$ cat config.mk
export PLATFORM = sky130hd
export DESIGN_NAME = fbpa_size
export DESIGN_NICKNAME = d
export VERILOG_FILES = /design/src/design/fixed_block_pool_allocator_defines.svh /design/src/design/fbpa_pkg.sv /design/src/design/fbpa_size.sv
export SDC_FILE = /design/constraint.sdc
export NUM_CORES = 1
export LEC_CHECK = 0
export BUFFER_PORTS_ARGS = -buffer_cell sky130_fd_sc_hd__buf_2
export CAP_MARGIN = 20
export CORE_MARGIN = 10
export CORE_UTILIZATION = 40
export DETAILED_ROUTE_END_ITERATION = 6
export PLACE_DENSITY_LB_ADDON = 0.12
export REMOVE_ABC_BUFFERS = 1
export SLEW_MARGIN = 10
export SYNTH_ARGS = -nofsm -noshare
export SYNTH_HDL_FRONTEND = slang
export SYNTH_SLANG_ARGS = --single-unit
export TNS_END_PERCENT = 1
$ cat constraint.sdc
create_clock -name clk_i -period 3.3 [get_ports clk_i]
set_input_delay 0.165 -clock clk_i [delete_from_list [all_inputs] [get_ports clk_i]]
set_output_delay 0.165 -clock clk_i [all_outputs]
set_load 0.02 [all_outputs]
$ cat src/design/fixed_block_pool_allocator_defines.svh
// assertion macros shared by the allocator modules
`ifndef FIXED_BLOCK_POOL_ALLOCATOR_DEFINES_SVH
`define FIXED_BLOCK_POOL_ALLOCATOR_DEFINES_SVH

`ifndef ASSERT_OFF
// concurrent assertion on an explicit clock and active-low reset
`define FBPA_ASSERT_AT(label, clk, rst_n, prop, msg) \
  label: assert property (@(posedge clk) disable iff (!rst_n) (prop)) else $error(msg);
// concurrent assertion on clk_i and rst_ni of the enclosing module
`define FBPA_ASSERT(label, prop, msg) `FBPA_ASSERT_AT(label, clk_i, rst_ni, prop, msg)
`else
`define FBPA_ASSERT_AT(label, clk, rst_n, prop, msg)
`define FBPA_ASSERT(label, prop, msg)
`endif

`endif

$ cat src/design/fbpa_pkg.sv
// types and constants of the fixed block pool allocator
package fbpa_pkg;

  // field widths
  localparam int unsigned MODE_W   = 2;
  localparam int unsigned INDEX_W  = 10;
  localparam int unsigned OFFSET_W = 26;
  localparam int unsigned COUNT_W  = 11;
  localparam int unsigned ESIZE_W  = 16;
  localparam int unsigned EFF_W    = 17;
  localparam int unsigned CFG_IDX_W = 2;
  localparam int unsigned CFG_DATA_W = 16;

  // smallest element size and buffer size
  localparam int unsigned MIN_ELEMENT = 8;
  localparam int unsigned MIN_BUFFER  = 16;

  // mode codes of an input item
  localparam logic [MODE_W-1:0] MODE_ALLOC = 2'd0;
  localparam logic [MODE_W-1:0] MODE_FREE  = 2'd1;
  localparam logic [MODE_W-1:0] MODE_RESET = 2'd2;

  // configuration register indexes
  localparam logic [CFG_IDX_W-1:0] CFG_ELEMENT_SIZE = 2'd0;
  localparam logic [CFG_IDX_W-1:0] CFG_BLOCKS_PER_BUFFER = 2'd1;
  localparam logic [CFG_IDX_W-1:0] CFG_STATIC_MODE = 2'd2;

  // classified operation
  typedef enum logic [1:0] {
    OP_ALLOC,
    OP_FREE,
    OP_RESET,
    OP_NONE
  } op_e;

  // input item
  typedef struct packed {
    logic [MODE_W-1:0]  mode;
    logic [INDEX_W-1:0] free_index;
  } in_item_t;

  // result item
  typedef struct packed {
    logic                ok;
    logic [INDEX_W-1:0]  block_index;
    logic [OFFSET_W-1:0] byte_offset;
    logic [COUNT_W-1:0]  free_count;
    logic [COUNT_W-1:0]  capacity;
  } out_item_t;

  // queued command from front to back
  typedef struct packed {
    op_e                op;
    logic [INDEX_W-1:0] free_index;
  } cmd_t;

  // live configuration seen by the back end
  typedef struct packed {
    logic [EFF_W-1:0]   eff_size;
    logic [COUNT_W-1:0] blocks_per_buffer;
    logic               static_mode;
  } cfg_t;

endpackage

$ cat src/design/fbpa_size.sv
// rounds the element size up to the alignment by reciprocal multiplication
module fbpa_size #(
  parameter int unsigned ALIGNMENT = 16
) (
  input  logic                        clk_i,
  input  logic                        rst_ni,
  input  logic                        load_i,
  input  logic [fbpa_pkg::ESIZE_W-1:0] size_i,
  output logic                        busy_o,
  output logic [fbpa_pkg::EFF_W-1:0]  eff_o
);

  // raised size plus alignment minus one always fits in TW bits
  localparam int unsigned TW    = fbpa_pkg::EFF_W;
  localparam int unsigned LW    = $clog2(ALIGNMENT);
  localparam int unsigned SH    = TW + LW;
  localparam int unsigned RW    = TW + 2;
  localparam int unsigned PW    = TW + RW;
  localparam int unsigned QW    = RW - LW;
  localparam int unsigned XW    = QW + 7;
  localparam int unsigned RECIP = ((32'd1 << SH) + ALIGNMENT - 1) / ALIGNMENT;
  localparam int unsigned EFF_RESET =
    ((fbpa_pkg::MIN_ELEMENT + ALIGNMENT - 1) / ALIGNMENT) * ALIGNMENT;

  logic [1:0]                   stage_q, stage_d;
  logic [TW-1:0]                sum_q, sum_d;
  logic [QW-1:0]                quot_q, quot_d;
  logic [fbpa_pkg::EFF_W-1:0]   eff_q, eff_d;
  logic [fbpa_pkg::ESIZE_W-1:0] s_min;
  logic [PW-1:0]                recip_prod;
  logic [XW-1:0]                scaled;

  // raise to the minimum, divide by reciprocal, then scale back up
  always_comb begin
    s_min      = (size_i < fbpa_pkg::ESIZE_W'(fbpa_pkg::MIN_ELEMENT)) ?
                 fbpa_pkg::ESIZE_W'(fbpa_pkg::MIN_ELEMENT) : size_i;
    recip_prod = PW'(sum_q) * PW'(RECIP);
    scaled     = XW'(quot_q) * XW'(ALIGNMENT);
    stage_d    = {stage_q[0], load_i};
    sum_d      = load_i ? (TW'(s_min) + TW'(ALIGNMENT - 1)) : sum_q;
    quot_d     = stage_q[0] ? recip_prod[PW-1:SH] : quot_q;
    eff_d      = stage_q[1] ? scaled[fbpa_pkg::EFF_W-1:0] : eff_q;
  end

  // size unit registers
  always_ff @(posedge clk_i or negedge rst_ni) begin
    if (!rst_ni) begin
      stage_q <= '0;
      sum_q   <= '0;
      quot_q  <= '0;
      eff_q   <= fbpa_pkg::EFF_W'(EFF_RESET);
    end else begin
      stage_q <= stage_d;
      sum_q   <= sum_d;
      quot_q  <= quot_d;
      eff_q   <= eff_d;
    end
  end

  assign busy_o = |stage_q;
  assign eff_o  = eff_q;

endmodule

# After elaboration in Yosys (flattened, before gate mapping)

Cells that the tools add are included.

Output and inout bits: 18
Bits of input ports: 19
RAM bits: 0
Latch bits: 0
Logic and storage cells: 8
Bits in read-only memories: 0
Bits in registers: 45
Memories kept: 0

Div/mod/pow operators: 0
Equal/unequal tests: 0
Shift operators: 0
Reduce and logical (&&, ||, !) cells: 1
Add/subtract/negate cells: 1
$lt $le $gt $ge: 1
Muxes and demuxes: 1
Bitwise logic cells: 0
Multiply operators: 0

Operators with widths:

| operator              | count |
|---|---|
| $add 16x4->17 const B | 1 |
| $lt 16x4->1 const B   | 1 |
| $mux 16               | 1 |
| $reduce_or 2->1       | 1 |

# Logic depth before layout (Yosys ltp)

Depth after elaboration: 3
Gate-level depth with buffers: 5
Gate-level depth less buffers: 4

# Worst setup path before layout

OpenSTA, ideal clock, no wires.

Path kind: input-to-reg
Start point: input size_i[3] in the netlist's numbering
End point: register sum_q[5]
Path slack: 2135 ps
Path buffers: 1
Data arrival time: 1028 ps
Setup time: 137 ps
Stages on the path: 5
Path through: nor4_4 buf_6 nand2b_1 xor2_1 a21oi_1

Longest elaborated chain between the ends: 3

Ends and longest elaborated chain:

| element              | RTL line        | text |
|---|---|---|
| start, declared      | fbpa_size.sv:8  | `input logic [fbpa_pkg::ESIZE_W-1:0] size_i,` |
| $lt 16x4->1          | fbpa_size.sv:35 | `s_min = (size_i < fbpa_pkg::ESIZE_W'(fbpa_pkg::MIN_ELEMENT)) ?` |
| $mux 16 *            | fbpa_size.sv:35 |  |
| $add 16x4->17 *      | fbpa_size.sv:40 | `sum_d = load_i ? (TW'(s_min) + TW'(ALIGNMENT - 1)) : sum_q;` |
| end signal, assigned | fbpa_size.sv:54 | `sum_q <= sum_d;` |
| end, declared        | fbpa_size.sv:26 | `logic [TW-1:0] sum_q, sum_d;` |

Mark *: on every way between the ends. The rest lies on a longest branch, timed or not.
A chain may end at the register's enable or synchronous reset.

# Worst setup path in the final report

Start point: register stage_q[1]
End point: output busy_o

Longest elaborated chain between the ends: 1

Ends and longest elaborated chain:

| element                | RTL line        | text |
|---|---|---|
| start, declared        | fbpa_size.sv:25 | `logic [1:0] stage_q, stage_d;` |
| start signal, assigned | fbpa_size.sv:53 | `stage_q <= stage_d;` |
| $reduce_or 2->1        | fbpa_size.sv:60 | `assign busy_o = \|stage_q;` |
| end, declared          | fbpa_size.sv:9  | `output logic busy_o,` |

Every way passes these cells.

==> flow_summary.json <==
{
  "async_flop_share_pct": 100,
  "drive_gt1_share_pct": 43.2,
  "crit_fanout": 14,
  "cp.required_ps": 3130,
  "cp_cell_sequence": "or2_2 -> buf_2",
  "max_slew.worst_pin.slew_ps": 881,
  "worstPathArrival_ps": 1470,
  "ys_ff_latch": 41,
  "synthesis.area_sq_um": 1840,
  "grt_start_max_net_pins": 42,
  "hold_viol_final": 28,
  "critPathTopFamily": "flip-flops",
  "ios": 37,
  "cp_slowest_cell": "dfrtp_1",
  "port_buffers": 32,
  "postSynthAreaPerCell_sq_um": 12.9,
  "violations": "hold timing",
  "synth_seq_area_share_pct": 55.9,
  "core_sq_um": 4410,
  "clk_latency_ps": 290,
  "cts_resized": 0,
  "postCtsSetupRepairBufs": 0,
  "antenna_found_initial": 0,
  "cpPeakStageDelay_ps": 620,
  "critPathCaptureType": "primary output",
  "status": "finished, violations left",
  "h-tree-depth": 2,
  "yosys_most_used_dff": "dfrtp_1",
  "synth_cell_types": 33,
  "r2r_cells": 1,
  "fin_cells": 228,
  "crit_type": "reg2out",
  "cts_tree": "done",
  "drtPass1Iterations": 4,
  "start_util_pct": 41.6,
  "place_hpwl_microns": 2610,
  "fin_crit_ps": 1630,
  "die_x_microns": 87.8,
  "relSlewSlack_pct": 41.3,
  "dieHeight_microns": 87.8,
  "seq_power_share_pct": 50.9,
  "period_share_pct": 49.5,
  "clkPwrFrac_pct": 32.5,
  "startpoint_type": "flip-flop",
  "p_switching_uw": 312,
  "drt_iter0_drc": 74,
  "grt_overflow_total": 0,
  "cts_sinks": 41,
  "grt_usage_pct": 9.69,
  "antenna_left": 0,
  "setup_viol": 0,
  "syn_inst": 143,
  "avgViaCountPerCell": 5.16,
  "dr_total_vias": 1176,
  "p_int_uw": 884,
  "hold_buffers": 0,
  "cts.reportedPaths.clkPinSlew_ps": 80,
  "swShare_pct": 26.1,
  "power_density_nw_per_um2": 564,
  "post-place-cells": 220,
  "routed_wl_microns": 3580,
  "maxCapViolations": 0,
  "numCtsBuffers": 5,
  "fin_tns_setup_ps": 0,
  "p_leak_nw": 0.874,
  "cts-root-buf": "clkbuf_8",
  "antennaDiodeCount": 0,
  "slew_violations": 0,
  "area.growth.synth_to_final_pct": 15.3,
  "place_congestion": 0.809,
  "rsz0062_at_grt": "no",
  "grt_pass1_vias": 1231,
  "rows": 24,
  "ys_warn_count": 0,
  "final_nets": 194,
  "clockBufferDepth": 2,
  "vdd_drop_max_mv": 0.319,
  "crit_buf_inv": 1,
  "skew_ps": 9.73,
  "holdWs_ps": -5.45,
  "drc": 0,
  "postLayoutCoreUtil_pct": 48.0,
  "routedWlPerCell_microns": 15.7,
  "grt_pass1_wl_microns": 5820,
  "fmax_mhz": 613,
  "dieArea_sq_um": 7710,
  "p_comb_share_pct": 16.6,
  "cp.depth": 2,
  "hp-class": "in2async",
  "synth_edf_count": 0
}
==> state kept, by name (all words and copies together) (netlist names) <==
name	flops
eff_o	13
quot_q	13
sum_q	13
stage_q	2
==> metrics by stage <==
stage	cell area, sq um	power [mW]	setup WS (ps)
floorplan	1790	0.735	2010
global placement	2010	0.816	1770
detailed placement	2010	0.823	1710
CTS	2120	1.21	1630
global route	2120	1.26	1580
finish	2120	1.20	1670
==> power groups by stage <==
| stage | clock network, mW | logic, mW | registers (mW) |
|---|---|---|---|
| 3_3_place_gp | 0 | 0.200 | 0.616 |
| 5_1_grt | 0.425 | 0.217 | 0.618 |
| 6_report | 0.388 | 0.199 | 0.608 |
| 2_1_floorplan | 0 | 0.0859 | 0.649 |
| 3_5_place_dp | 0 | 0.203 | 0.620 |
| 4_1_cts | 0.396 | 0.204 | 0.610 |
==> metal layers <==
metal,share of wire (%),vias to the layer above,wire length (microns),global-route usage (%)
met3,7.2,6,258,4.18
li1,-,565,-,-
met5,0,-,0,0
met1,44,579,1590,11.5
met2,47,26,1690,15.3
met4,1.3,0,48,3.48
==> worst paths after layout <==
check,start,slack (ps),end
setup / recovery,stage_q[1]$_DFF_PN0_,1670,busy_o
hold / removal,rst_ni,-5,sum_q[10]$_DFFE_PN0P_
setup reg to reg,stage_q[1]$_DFF_PN0_,2010,eff_o[13]$_DFFE_PN0P_
hold reg to reg,eff_o[9]$_DFFE_PN0P_,500,eff_o[9]$_DFFE_PN0P_
max in group asynchronous,rst_ni,2760,quot_q[6]$_DFFE_PN0P_
min in group clk_i,size_i[14],170,sum_q[16]$_DFFE_PN0P_
==> cells by family (layout without fill, tap and decap cells) <==
kind of cell	after synthesis	count (layout)	share of synthesized area (%)
AOI/OAI and AO/OA	14	14	4.15
muxes	26	26	15.9
other	1	4	0.204
buffers and inverters	12	42	3.81
xor gates and xnor gates	10	10	4.77
and+or+nand+nor	39	39	15.2
DFF	41	41	55.9
==> cell usage after synthesis, types with 2 or more instances <==
master	count	area [sq um]
buf_2	2	10.0
xnor2_1	9	78.8
nor4_4	2	42.5
nor4_1	3	18.8
nor3_1	2	10.0
inv_1	2	7.51
buf_4	4	30.0
nand4_1	2	12.5
dfrtp_1	40	1000
nand2b_1	3	18.8
clkbuf_1	3	11.3
nand2_1	4	15.0
nor4_2	3	37.5
mux2_2	26	293
a21oi_1	10	50.1
nor2_1	11	41.3
==> placed cells by master, fill, tap and decap left out, types with 2 or more instances in the layout <==
cell	instances
dfrtp_1	40
clkbuf_8	5
nor4_2	3
conb_1	4
nor3_1	2
nor4_1	3
nand2b_1	3
inv_1	2
buf_2	32
mux2_2	26
xnor2_1	9
nor2_1	11
nand2_1	4
nor4_4	2
a21oi_1	10
nand4_1	2
==> cell type report <==
class | count | area, sq um
tap | 52 | 65.1
sequential | 41 | 1030
clock inverter | 2 | 35.0
inverter | 2 | 7.51
clock buffer | 6 | 72.6
multi-input combinational | 93 | 752
timing repair buffer | 32 | 160
fill | 405 | 2290
No activity file was read; power rests on OpenSTA's default activity.
