**src/design/fixed_block_pool_allocator_defines.svh**
```systemverilog
// assertion macros shared by the allocator modules
`ifndef FIXED_BLOCK_POOL_ALLOCATOR_DEFINES_SVH
`define FIXED_BLOCK_POOL_ALLOCATOR_DEFINES_SVH

`ifndef ASSERT_OFF
// concurrent assertion on an explicit clock and active-low reset
`define FBPA_ASSERT_AT(label, clk, rst_n, prop, msg) \
  label: assert property (@(posedge clk) disable iff (!rst_n) (prop)) else $error(msg);
// concurrent assertion on clk_i and rst_ni of the enclosing module
`define FBPA_ASSERT(label, prop, msg) `FBPA_ASSERT_AT(label, clk_i, rst_ni, prop, msg)
`else
`define FBPA_ASSERT_AT(label, clk, rst_n, prop, msg)
`define FBPA_ASSERT(label, prop, msg)
`endif

`endif

```
**src/design/fbpa_pkg.sv**
```systemverilog
// types and constants of the fixed block pool allocator
package fbpa_pkg;

  // field widths
  localparam int unsigned MODE_W   = 2;
  localparam int unsigned INDEX_W  = 10;
  localparam int unsigned OFFSET_W = 26;
  localparam int unsigned COUNT_W  = 11;
  localparam int unsigned ESIZE_W  = 16;
  localparam int unsigned EFF_W    = 17;
  localparam int unsigned CFG_IDX_W = 2;
  localparam int unsigned CFG_DATA_W = 16;

  // smallest element size and buffer size
  localparam int unsigned MIN_ELEMENT = 8;
  localparam int unsigned MIN_BUFFER  = 16;

  // mode codes of an input item
  localparam logic [MODE_W-1:0] MODE_ALLOC = 2'd0;
  localparam logic [MODE_W-1:0] MODE_FREE  = 2'd1;
  localparam logic [MODE_W-1:0] MODE_RESET = 2'd2;

  // configuration register indexes
  localparam logic [CFG_IDX_W-1:0] CFG_ELEMENT_SIZE = 2'd0;
  localparam logic [CFG_IDX_W-1:0] CFG_BLOCKS_PER_BUFFER = 2'd1;
  localparam logic [CFG_IDX_W-1:0] CFG_STATIC_MODE = 2'd2;

  // classified operation
  typedef enum logic [1:0] {
    OP_ALLOC,
    OP_FREE,
    OP_RESET,
    OP_NONE
  } op_e;

  // input item
  typedef struct packed {
    logic [MODE_W-1:0]  mode;
    logic [INDEX_W-1:0] free_index;
  } in_item_t;

  // result item
  typedef struct packed {
    logic                ok;
    logic [INDEX_W-1:0]  block_index;
    logic [OFFSET_W-1:0] byte_offset;
    logic [COUNT_W-1:0]  free_count;
    logic [COUNT_W-1:0]  capacity;
  } out_item_t;

  // queued command from front to back
  typedef struct packed {
    op_e                op;
    logic [INDEX_W-1:0] free_index;
  } cmd_t;

  // live configuration seen by the back end
  typedef struct packed {
    logic [EFF_W-1:0]   eff_size;
    logic [COUNT_W-1:0] blocks_per_buffer;
    logic               static_mode;
  } cfg_t;

endpackage

```
**src/design/fbpa_front.sv**
```systemverilog
// accepts items, classifies the mode and queues commands for the back end
`include "fixed_block_pool_allocator_defines.svh"

module fbpa_front (
  input  logic                clk_i,
  input  logic                rst_ni,
  input  logic                start_i,
  input  fbpa_pkg::in_item_t  item_i,
  input  logic                hold_i,
  output logic                busy_o,
  output logic                cmd_valid_o,
  output fbpa_pkg::cmd_t      cmd_o,
  input  logic                cmd_pop_i
);

  fbpa_pkg::cmd_t q_mem_q [2];
  logic [1:0]     count_q, count_d;
  logic           wr_ptr_q, wr_ptr_d;
  logic           rd_ptr_q, rd_ptr_d;
  logic           push;
  fbpa_pkg::cmd_t cmd_in;

  // mode classification
  always_comb begin
    cmd_in.free_index = item_i.free_index;
    case (item_i.mode)
      fbpa_pkg::MODE_ALLOC: cmd_in.op = fbpa_pkg::OP_ALLOC;
      fbpa_pkg::MODE_FREE:  cmd_in.op = fbpa_pkg::OP_FREE;
      fbpa_pkg::MODE_RESET: cmd_in.op = fbpa_pkg::OP_RESET;
      default:              cmd_in.op = fbpa_pkg::OP_NONE;
    endcase
  end

  // two-entry command queue control
  assign busy_o = (count_q == 2'd2) || hold_i;
  assign push   = start_i && !busy_o;

  always_comb begin
    wr_ptr_d = push ? !wr_ptr_q : wr_ptr_q;
    rd_ptr_d = cmd_pop_i ? !rd_ptr_q : rd_ptr_q;
    count_d  = count_q + {1'b0, push} - {1'b0, cmd_pop_i};
  end

  always_ff @(posedge clk_i or negedge rst_ni) begin
    if (!rst_ni) begin
      count_q  <= '0;
      wr_ptr_q <= 1'b0;
      rd_ptr_q <= 1'b0;
    end else begin
      count_q  <= count_d;
      wr_ptr_q <= wr_ptr_d;
      rd_ptr_q <= rd_ptr_d;
    end
  end

  // queue storage
  always_ff @(posedge clk_i) begin
    if (push) begin
      q_mem_q[wr_ptr_q] <= cmd_in;
    end
  end

  assign cmd_valid_o = (count_q != 2'd0);
  assign cmd_o       = q_mem_q[rd_ptr_q];

  `FBPA_ASSERT(a_no_overflow, push |-> (count_q != 2'd2), "item pushed into a full queue")
  `FBPA_ASSERT(a_pop_nonempty, cmd_pop_i |-> (count_q != 2'd0), "pop from an empty queue")
  `FBPA_ASSERT(a_count_bound, count_q != 2'd3, "queue count out of range")

endmodule

```
**config.mk**
```make
export PLATFORM = sky130hd
export DESIGN_NAME = fbpa_front
export DESIGN_NICKNAME = d
export VERILOG_FILES = /design/src/design/fbpa_pkg.sv /design/src/design/fbpa_front.sv
export VERILOG_INCLUDE_DIRS = /design/src /design/src/design
export SDC_FILE = /design/constraint.sdc
export NUM_CORES = 1
export LEC_CHECK = 0
export BUFFER_PORTS_ARGS = -buffer_cell sky130_fd_sc_hd__buf_2
export CAP_MARGIN = 10
export CORE_MARGIN = 1
export CORE_UTILIZATION = 35
export CTS_BUF_LIST = sky130_fd_sc_hd__clkbuf_16
export DETAILED_ROUTE_END_ITERATION = 8
export PLACE_DENSITY = 0.63
export SYNTH_ARGS = -nofsm -noshare
export SYNTH_HDL_FRONTEND = slang
export SYNTH_SLANG_ARGS = --single-unit
```
**constraint.sdc**
```tcl
create_clock -name clk_i -period 3 [get_ports clk_i]
set_input_delay 0.6 -clock clk_i [delete_from_list [all_inputs] [get_ports clk_i]]
set_output_delay 0.6 -clock clk_i [all_outputs]
set_load 0.005 [all_outputs]
```
=== Word-level counts from Yosys, hierarchy flattened ===
Memories as Yosys holds them, arrays and structs flattened.
Cells that the tools add are included.

* Shift-type cells: 0
* Reductions and logical operators: 7
* Multipliers: 0
* Equality and inequality tests: 3
* Bitwise operators: 0
* Magnitude comparators: 0
* Divide/modulo/power cells: 0
* Muxes and demuxes: 3
* Add/sub/neg operators: 2

{| class="wikitable"
|+ Operators with widths
! kind !! count
|-
| one-hot mux 2 bit (3 select lines) || 1
|-
| == test 2 bit (second input constant) || 2
|-
| logical NOT 1 bit || 3
|-
| adder 2 x 1 -> 2 bit || 1
|-
| == test 2 x 1 -> 1 bit (second input constant) || 1
|-
| logical NOT 2 bit || 1
|-
| 2-to-1 mux 1 bit || 2
|-
| nonzero test 2 bit || 1
|-
| subtractor 2 x 1 -> 2 bit || 1
|-
| logical AND 1 bit || 1
|-
| logical OR 1 bit || 1
|}

* Memories: 1
* Word-level logic and storage cells: 19
* Input port bits: 17
* Latch bits: 0
* Bits in registers: 4
* Memory bits (read-only): 0
* Output and inout port bits: 14
* Memory bits (writable): 24

{| class="wikitable"
|+ Memories
! memory !! depth !! bits a word !! read ports !! clocked after Yosys merged registers in !! write ports !! RTL line !! text
|-
| q_mem_q || 2 || 12 || 1 || 0 || 1 || fbpa_front.sv:16 || <nowiki>fbpa_pkg::cmd_t q_mem_q [2];</nowiki>
|}

=== Logic depth before layout (Yosys ltp) ===
* Depth after elaboration: 6
* Gate-level depth with buffers: 7
* Mapped depth without buffers: 7

=== Worst setup path before layout ===
Ideal clock, no wire load.

* Path type: input-to-reg
* Start: input hold_i
* End: memory q_mem_q[1][0] in the netlist's numbering (enable)
* Required time: 2.620 ns
* Path slack: 1.243 ns
* Stages: 2
* Setup time: 0.380 ns
* Data arrival time: 1.376 ns
* Buffers on the path: 0
* Cell sequence: nand3b_1 -> nor2_1

* Cells in the longest elaborated chain, start to end: 5

{| class="wikitable"
|+ Ends and longest elaborated chain
! item !! RTL line !! text
|-
| start, declared || fbpa_front.sv:9 || <nowiki>input logic hold_i,</nowiki>
|-
| logical OR 1 bit || fbpa_front.sv:35 || <nowiki>assign busy_o = (count_q == 2'd2) || hold_i;</nowiki>
|-
| logical NOT 1 bit || fbpa_front.sv:36 || <nowiki>assign push = start_i && !busy_o;</nowiki>
|-
| logical AND 1 bit || fbpa_front.sv:36 ||
|-
| 2-to-1 mux 1 bit || fbpa_front.sv:58 || <nowiki>if (push) begin</nowiki>
|-
| 2-to-1 mux 1 bit (implied by the code) || fbpa_front.sv:59 || <nowiki>q_mem_q[wr_ptr_q] <= cmd_in;</nowiki>
|-
| end, declared || fbpa_front.sv:16 ||
|}

Every way passes these cells.

==> flow_results.org <==
** Outcome
- Outcome :: finished, final reports clean

** Place
- Buffers placed on the I/O ports in this run total 30.
- Half-perimeter wire length after placement :: 1.258 mm
- After detailed placement, the total cell area comes to 1311 um2.
- Placed insts :: 130
- Routability cong. :: approximately 0.67
- Before CTS, the worst setup slack after placement is ~1.1 ns.

** Logic synthesis
- Cell with the most instances after synthesis :: edfxtp_1
- Share of the yosys chip area belonging to registers :: 73.96%
- Of all flip-flops after synthesis, the portion carrying an async set or reset was 14.29%.
- Mapped Avg Cell Area :: 19.47 um2
- Of the post-synthesis cell area, the dominant cell type holds between 60% and 70%.
- Synth top area cells :: edfxtp_1 65%, mux2_4 12%, dfrtp_1 9.0%
- Net count after synthesis :: 76
- The number of different library cells used by synthesis comes to 14.
- Synthesis inferred 28 register bits.
- Number of warnings printed during yosys synthesis :: 0
- Synthesis produced a netlist whose cell count is between 50 and 60.
- Count of flip-flops with a built-in enable after synthesis :: 24
- Sorting the synthesized cells by how often they occur yields 24 x edfxtp_1, 9 x mux2_4, 4 x dfrtp_1.
- The synthesized design spends more area on one cell type than any other, namely edfxtp_1.
- Dominant synthesized flop cell :: edfxtp_1
- Total standard cell area after synthesis :: 1110 um2

** Final layout
- Summing all non-filler instances in the final layout gives an area of 1390 um2.
- The repair_antennas step left the layout with diodes totalling 0.
- Cells with a size suffix above 1 make up 53.33% of the layout.
- Once layout is complete, the cells apart from fillers number 134.
- After the last flow step, the layout net total stands at 110.
- Compared with the post-synthesis result, the final layout area differs by 25.25%.
- Number of filler cells placed in the layout :: 282

** Power and ir drop
- Power Density :: ~830 nW/um2
- Largest vdd supply drop :: 0.0003259 V
- For this design the static power due to leakage is 0.0005671 uW.

** GRT
- Entering global routing, the biggest net connects 16 pins.
- Initial antenna violation count :: 0
- Global routing consumed, over all layers together, 11.03% of the routing resources.
- Via count of the first global-routing pass :: 594
- GR Overflow Total :: 0
- Wire length of the first global-routing pass :: between 2 and 3 mm

** Clock network
- Once the clock tree was built, the resizer swapped 0 gates to a different size.
- Postcts setup bufs :: 0
- Master cell of the clock root buffer :: clkbuf_16
- Clock-pin slew was measured on the worst setup and hold paths at 0.06 ns.
- For this design, the sink count on the clock tree is 28.
- CTS Hold Buffers Added :: 0
- CTS tree :: yes
- Max H-tree Level :: 1
- Buffers inserted during clock tree synthesis total 3.
- CTS Buffer Depth :: 2
- Worst-Skew Late Latency :: 0.25 ns

** Drt
- In the final routed layout, each cell accounts on average for between 10 and 15 um.
- The count of nets left with antenna violations once routing finished came out at 0.
- Drt pass-1 iters :: 3
- After the first detailed-routing iteration, the DRC count stood at 7.
- Using the TritonRoute via totals, the vias-per-cell ratio works out to roughly 4.2.
- After detailed routing, the total wire length is 1.684 mm.
- The final route contains 564 vias.
- For this run, design rule violations remaining after detail routing come to 0.

** Critical path
- STA puts the critical path data required time at about 2.4 ns.
- Worst reg2reg setup slack :: roughly 1.4 ns
- STA classifies the critical path startpoint as a register.
- Of all nets on the critical path, the largest fanout is 13.
- Worst Setup End Kind :: primary output
- The worst setup path is of the register to primary output kind.
- For the worst setup path, the data arrival time is 1.59 ns.

** Floorplanning
- Area enclosed by the die boundary :: 3400 um2
- Standard-cell row count :: 20
- The die is 58.31 um wide.
- Initial cell density of the core :: 36.65%
- In this run the count of I/O pins placed on the die edge is 31.
- Core region area :: between 3000 and 4000 um2
- In this run the vertical extent of the chip is approximately 60 um.

** Timing
- The final number of hold-violating endpoints is 0.
- For the final routed database, the setup TNS stands at 0 ns.
- The clock arrives with 0.001816 ns of skew.
- The count of final max-slew check failures was 0.
- Setup violations remaining at the end of the flow were counted as 0.
- Measured against its own limit, the worst slew margin works out to 52.71%.
- Worst slew pin tran :: 0.7094 ns
- Setup repair after global routing left no endpoint under its margin.
- After layout, the worst path uses between 70% and 80% of the clock period.
- Tmin final :: 2.188 ns
- Worst Setup Slack, final :: 0.8122 ns
- Highest achievable clock rate :: 457.1 MHz

** Flow run
- MaxCap Viol Count :: 0

** Hold path
- In this run the worst hold path is classified as input pin to async pin.
-- placed cells by master (no fill, tap or decap), types with 3 or more instances in the layout --
master and instances:
mux2_2 3, edfxtp_1 24, xnor2_1 3, buf_2 30, dfrtp_1 4, mux2_4 9, clkbuf_16 3
-- kinds of logic after synthesis --
group,count (synthesis),share of synthesized area [%]
XOR/XNOR,4,3.157
adder cells (fa/ha/maj),2,2.254
buffers and inverters,5,2.368
flip-flops,28,73.96
multiplexers,12,15.22
AND/OR/NAND/NOR,6,3.045
-- report_power, final --
part	leakage [uW]	internal [uW]	switching [uW]
Clock	0.0000385	178	112
Sequential	0.000266	497	70.5
Combinational	0.000263	193	102
Total	0.000567	868	285
-- flip-flops by register name (all words and copies together), names as in the netlist --
name / count
rd_ptr_q: 1
q_mem_q: 24
wr_ptr_q: 1
count_q: 2
-- critical path, stage by stage (launching register included) --
cell and delay (ns):
dfrtp_1 0.80, mux2_2 0.41, buf_2 0.13
-- final timing paths --
kind / start / endpoint / depth (start not counted)
max: rd_ptr_q / cmd_o[0] / 2
min: rst_ni / count_q[0] / 1
max reg2reg: count_q[1] / count_q[1] / 7
min reg2reg: wr_ptr_q / wr_ptr_q / 1
max in group asynchronous: rst_ni / rd_ptr_q / 1
min in group clk_i: wr_ptr_q / wr_ptr_q / 1
-- metrics by stage --
| stage | utilization, % | power, uW | hold WS [ns] |
|---|---|---|---|
| 5_1_grt | 45.91 | 1225 | 0.1284 |
| 6_report | 45.91 | 1153 | 0.1371 |
| 3_5_place_dp | 43.31 | 878.2 | 0.4102 |
| 2_1_floorplan | - | 771.6 | 0.3044 |
| 4_1_cts | 45.91 | 1173 | 0.1343 |
| 3_3_place_gp | 43.31 | 866.9 | 0.4087 |
-- layout make-up --
cell class / instances / area (um2) / area share (%)
sequential: 28 / 820.8 / 59.05
multi-input combinational: 24 / 262.8 / 18.90
timing repair buffer: 32 / 165.2 / 11.88
clock buffer: 3 / 75.07 / 5.401
tap: 44 / 55.05 / 3.960
inverter: 2 / 7.507 / 0.5401
clock inverter: 1 / 3.754 / 0.2700
-- layer usage --
layer | global-route usage, % | vias up | part of all wire [%]
met5 | 0 | - | 0
met4 | 5.102 | 0 | 0.48
met3 | 2.857 | 2 | 5.9
met2 | 18.88 | 20 | 51
met1 | 13.05 | 268 | 43
li1 | - | 274 | -
Power figures use the tool's default switching activity.
